**config.mk**
```make
export PLATFORM = sky130hd
export DESIGN_NAME = ifde_ctrl
export DESIGN_NICKNAME = d
export VERILOG_FILES = /design/src/rtl/ifde_pkg.sv /design/src/rtl/ifde_ctrl.sv
export SDC_FILE = /design/constraint.sdc
export NUM_CORES = 1
export LEC_CHECK = 0
export BUFFER_PORTS_ARGS = -buffer_cell sky130_fd_sc_hd__buf_2
export CORE_AREA = 8 8 45 47
export CTS_CLUSTER_SIZE = 28
export DETAILED_ROUTE_END_ITERATION = 10
export DIE_AREA = 0 0 53 55
export PLACE_DENSITY = 0.34
export SYNTH_ARGS = -nofsm -noshare
export SYNTH_HDL_FRONTEND = slang
export SYNTH_SLANG_ARGS = --single-unit
```
**constraint.sdc**
```tcl
create_clock -name clk -period 1.5 [get_ports clk]
set_clock_uncertainty 0.2 [all_clocks]
set_input_delay 0.15 -clock clk [delete_from_list [all_inputs] [get_ports clk]]
set_output_delay 0.15 -clock clk [all_outputs]
set_load 0.02 [all_outputs]
```
**src/rtl/ifde_pkg.sv**
```systemverilog
`default_nettype none

package ifde_pkg;

    // frame and palette geometry
    localparam int FRAME_WIDTH     = 320;
    localparam int FRAME_HEIGHT    = 200;
    localparam int PAL_ENTRY_COUNT = 256;
    localparam int STORE_DEPTH     = 256;

    // position counters also hold the frame size itself
    localparam int COL_W  = $clog2(FRAME_WIDTH + 1);
    localparam int ROW_W  = $clog2(FRAME_HEIGHT + 1);
    // width for region bound compares
    localparam int WIDE_W = 14;

    localparam int CFG_DATA_W  = 9;
    localparam int CFG_INDEX_W = 3;

    // configuration register indexes
    typedef enum logic [CFG_INDEX_W-1:0] {
        CFG_REGION_X       = 3'd0,
        CFG_REGION_Y       = 3'd1,
        CFG_REGION_WIDTH   = 3'd2,
        CFG_REGION_HEIGHT  = 3'd3,
        CFG_PALETTE_CMP_ON = 3'd4
    } cfg_index_t;

    // operation codes
    localparam logic OP_LOAD_PALETTE = 1'b0;
    localparam logic OP_PIXEL        = 1'b1;

    typedef struct packed {
        logic        operation;
        logic [7:0]  entry_index;
        logic [23:0] ref_color;
        logic [23:0] cand_color;
        logic [7:0]  ref_index;
        logic [7:0]  cand_index;
        logic        frame_end;
    } item_t;

    typedef struct packed {
        logic [15:0] index_mismatches;
        logic [15:0] color_mismatches;
        logic [8:0]  box_x;
        logic [7:0]  box_y;
        logic [8:0]  box_width;
        logic [7:0]  box_height;
        logic [8:0]  entry_mismatches;
        logic [9:0]  channel_diff_count;
        logic        region_error;
    } result_t;

    // controller to datapath
    typedef struct packed {
        logic load_entry;
        logic take_pixel;
        logic update;
        logic finish;
    } cmd_t;

    // datapath to controller
    typedef struct packed {
        logic last_pixel;
    } status_t;

endpackage

`default_nettype wire

```
**src/rtl/ifde_ctrl.sv**
```systemverilog
`default_nettype none

module ifde_ctrl (
    input  wire logic              clk,
    input  wire logic              rst_n,
    input  wire logic              item_valid,
    input  wire logic              item_operation,
    output logic                   item_ready,
    output logic                   result_valid,
    input  wire logic              result_ready,
    input  wire ifde_pkg::status_t status,
    output ifde_pkg::cmd_t         cmd
);

    typedef enum logic [2:0] {
        S_IDLE   = 3'b001,
        S_UPDATE = 3'b010,
        S_FINISH = 3'b100
    } state_t;

    state_t state_reg, state_next;
    logic   out_valid_reg, out_valid_next;
    logic   accept;
    logic   slot_free;

    assign item_ready   = (state_reg == S_IDLE);
    assign accept       = item_valid && item_ready;
    assign slot_free    = !out_valid_reg || result_ready;
    assign result_valid = out_valid_reg;

    // sequencing of one transaction
    always_comb
    begin
        state_next     = state_reg;
        out_valid_next = out_valid_reg;
        cmd            = '0;
        if (out_valid_reg && result_ready)
        begin
            out_valid_next = 1'b0;
        end
        case (state_reg)
            S_IDLE:
            begin
                if (accept)
                begin
                    if (item_operation == ifde_pkg::OP_PIXEL)
                    begin
                        cmd.take_pixel = 1'b1;
                        state_next     = S_UPDATE;
                    end
                    else
                    begin
                        cmd.load_entry = 1'b1;
                    end
                end
            end
            S_UPDATE:
            begin
                cmd.update = 1'b1;
                state_next = status.last_pixel ? S_FINISH : S_IDLE;
            end
            S_FINISH:
            begin
                // wait for the output register to free up
                if (slot_free)
                begin
                    cmd.finish     = 1'b1;
                    out_valid_next = 1'b1;
                    state_next     = S_IDLE;
                end
            end
            default:
            begin
                state_next = S_IDLE;
            end
        endcase
    end

    always_ff @(posedge clk or negedge rst_n)
    begin
        if (!rst_n)
        begin
            state_reg     <= S_IDLE;
            out_valid_reg <= 1'b0;
        end
        else
        begin
            state_reg     <= state_next;
            out_valid_reg <= out_valid_next;
        end
    end

endmodule

`default_nettype wire

```
==> results.md <==
- The flow ran to the end, but the final reports show violations.
- The checks that failed: negative setup slack.
- The number of buffers added on ports is 11.
- From bottom edge to top edge, the die measures about 55 µm.
- The area of all placed cells without fillers is 407 µm².
- The number of flip-flops in the largest register is 3.
- The share of final-layout standard cells stronger than drive strength 1 is 55.8%.
- After detailed routing, the total wire length is around 540 µm.
- Setup repair after global routing could not meet its margin everywhere.
- The startpoint of the worst setup timing path is state_reg[0].
- The count of warnings emitted by yosys is 0.
- Counting instances, the worst hold path has a depth of 2.
- The number of clock sinks seen by CTS is 4.
- After floorplanning, the core was divided into 14 placement rows.
- The kind of cell adding the most delay to the critical path is flip-flops.
- The number of cells after detailed placement is 46.
- The worst register-to-register path begins at state_reg[0].
- The first-pass iteration count of the detailed router is 1.
- STA classifies the critical path startpoint as a flop.
- The via count of the first global-routing pass came to 249.
- The antenna cell count is 0.
- The final weighted congestion in routability-driven placement is slightly below 0.7.
- The number of violations of the max-capacitance limit is 0.
- The slowest stage of the critical path is the sky130_fd_sc_hd__dfstp_2 cell.
- The tree is rooted in a sky130_fd_sc_hd__clkbuf_4.
- The count of filler cells inserted in the layout is 148.
- Along the worst path, the maximum fanout reaches 4.
- The wire-length estimate of the detail-placed layout is 414 µm.
- The total grt overflow is 0.
- The portion of the post-synthesis area used by sequential elements is around 50%.
- The minimum setup slack in the final design is -0.194 ns.
- The clock tree from TritonCTS is done.
- Synthesis inferred 4 register bits.
- In the routed design, unresolved DRC markers number 0.
- Cells fill 29.4% of the core in the end.
- The classification of the worst setup path is flop to output pin.
- The worst vdd rail ir drop is ~0.28 mV.
- At the worst endpoint, the required time is between 1 and 1.5 ns.
- The number of design-rule violations left by the first detailed-router iteration is 0.
- The worst max-slew margin expressed relative to the limit is a little under nine tenths.
- Across every metal layer, demand over resource in global routing totals around 4.4%.
- The post-route non-filler standard cell count is between 50 and 60.
- The launch instance of the worst min-delay path is item_operation.
- The number of slew-limit violations in the final report is 0.
- The number of setup violations in the final report is 4.
- The worst register-to-register path ends at state_reg[0].
- Clock-pin slew was measured on the worst setup and hold paths at roughly 0.040 ns.
- Measured in cells, the most critical reg-to-reg path has a length of 4.
- The clock latency at the later pin of the worst-skew pair is between 0.2 and 0.25 ns.
- The slack of the worst reg-to-reg path is 0.09 ns.
- The I/O pin total is 12.
- The clock passes through at most 2 buffers.
- The total buffers and inverters traversed by the critical path is 1.
- Sorting the synthesized cells by area gives the leading types as sky130_fd_sc_hd__dfrtp_1 38%, sky130_fd_sc_hd__dfstp_2 13%, sky130_fd_sc_hd__and3_1 6.3%.
- Summed over its instances, the top area cell type makes up 37.7% of the synthesized netlist area.
- Entering global routing, the biggest net connects 5 pins.
- The number of antenna violations at the first check in global routing came to 0.
- The post-synthesis cell count is 19.
- The count of endpoints failing hold in the final timing report was 0.
- The minimum clock period after layout is around 1.7 ns.
- The total number of nets in the final design is 50.
- The synthesized area divided by synthesized cell count is 10.5 µm².
- The number of enable flip-flop cells after synthesis is 0.
- The wire length of the first global-routing pass is about 910 µm.
- For the worst setup path, the data arrival time is about 1.3 ns.
- The final route contains 221 vias.
- CTS built an H-tree with a depth of 1.
- The count of nets left with antenna violations once routing finished came out at 0.
- The die is between 50 and 60 µm wide.
- The most frequent cell after synthesis is sky130_fd_sc_hd__dfrtp_1.
- In this run the number of cells on the critical path is 3.
- Compared with the post-synthesis result, the final layout area differs by 104%.
- The final worst-path cycle share is 113%.
- In this run the static leakage power is ~0.2 nW.
- In the synthesized netlist the dominant register cell turns out to be sky130_fd_sc_hd__dfrtp_1.
- The area of placed instances is 284 µm².
- The number of distinct library cells after synthesis is 14.
- The cell taking the most area after synthesis is sky130_fd_sc_hd__dfrtp_1.
- Once the floorplan was initialized, standard cells occupied 14.4% of the core.
- The mapped cell area is slightly below 200 µm².
- Sorting the synthesized cells by how often they occur yields 3 x sky130_fd_sc_hd__dfrtp_1, 2 x sky130_fd_sc_hd__and3_1, 2 x sky130_fd_sc_hd__inv_1, 2 x sky130_fd_sc_hd__nor2_1.
- The cell area power density is between 800 and 900 nW/µm².
- Counting every net in the synthesized netlist gives 25.
- For the pin with the worst max-slew slack, the measured transition is 0.211 ns.
- The routed wire length per instance is ~9 µm.
- In the routed layout, each cell is associated on average with a via count of about 3.7.
- The worst hold path class is input port to flop.
- The die covers roughly 2900 µm².
- On the worst path, the slowest cell contributes a delay of 0.54 ns.
- For this run, the top clock speed supported by timing is 0.590 GHz.
- The signal on the critical path passes through nor3b_4 -> and3_4 -> buf_6.
- The capture point of the critical path is cmd[2].
- The core footprint is ~1400 µm².
- Clock tree synthesis inserted a total of 3 buffers.
- The share of synthesized flip-flops with an asynchronous set or reset is 100%.
- The endpoint type of the worst setup path is an output pin.
-- per-layer routing --
layer / GRT usage [%] / vias to the layer above / routed length, µm
li1: - / 115 / -
met1: 4.59 / 99 / 231
met2: 6.64 / 7 / 269
met3: 1.87 / 0 / 42
met4: 3.88 / 0 / 0
met5: 0 / - / 0
-- cell families (layout without fill, tap and decap cells) --
family,count (synthesis),after routing,synth area share [%]
AOI/OAI and AO/OA,3,3,9.43
buffers and inverters,2,26,3.77
DFF,4,4,50.9
and+or+nand+nor,10,10,35.8
-- final cells by class --
class                   instances  area (µm²)  share of cell area, %
multi-input cells              13         104                   25.5
flip-flops and latches          4         101                   24.9
repair buffers                 20         148                   36.3
well taps                      16        20.0                   4.92
clock buffers                   4        26.3                   6.46
inverters                       2        7.51                   1.85
-- per-stage QoR --
stage / setup slack, ns / total power, mW / hold slack [ns] / TNS (ns)
6_report: -0.194 / 0.340 / 0.00511 / -0.654
3_5_place_dp: 0.0143 / 0.169 / -0.242 / 0
5_1_grt: -0.271 / 0.363 / 0.0231 / -0.974
4_1_cts: -0.210 / 0.348 / 0.000214 / -0.714
2_1_floorplan: -0.0105 / 0.149 / -0.346 / -0.0125
3_3_place_gp: 0.00885 / 0.169 / -0.244 / 0
-- placed cells by master (no fill, tap or decap), types with 2 or more instances in the layout --
cell / instances
sky130_fd_sc_hd__inv_1: 2
sky130_fd_sc_hd__buf_2: 8
sky130_fd_sc_hd__clkbuf_4: 3
sky130_fd_sc_hd__dfrtp_1: 3
sky130_fd_sc_hd__buf_6: 2
sky130_fd_sc_hd__buf_4: 6
sky130_fd_sc_hd__dlygate4sd3_1: 4
-- worst min path at each step --
| stage | slack (ns) | endpoint |
|---|---|---|
| final | 0.005 | state_reg[1] |
| after global routing | 0.02 | state_reg[1] |
| after CTS | 0.0002 | state_reg[1] |
| after detailed placement | -0.24 | result_valid |
| after global placement | -0.24 | result_valid |
| after floorplan | -0.35 | result_valid |
-- report_power, final --
part | leakage (nW) | switching [mW] | internal, mW
Sequential | 0.0517 | 0.00504 | 0.114
Clock | 0.0150 | 0.0427 | 0.0997
Combinational | 0.133 | 0.0310 | 0.0472
Total | 0.199 | 0.0787 | 0.261
-- timing repair --
item | CTS | global route
hold endpoints to repair | 7 | 0
hold buffers | 4 | 0
endpoints found under the setup margin | 4 | 4
resized for setup | 6 | 0
buffers inserted | 4 | 1
pin swaps | 2 | 2
No activity file was read; power rests on OpenSTA's default activity.
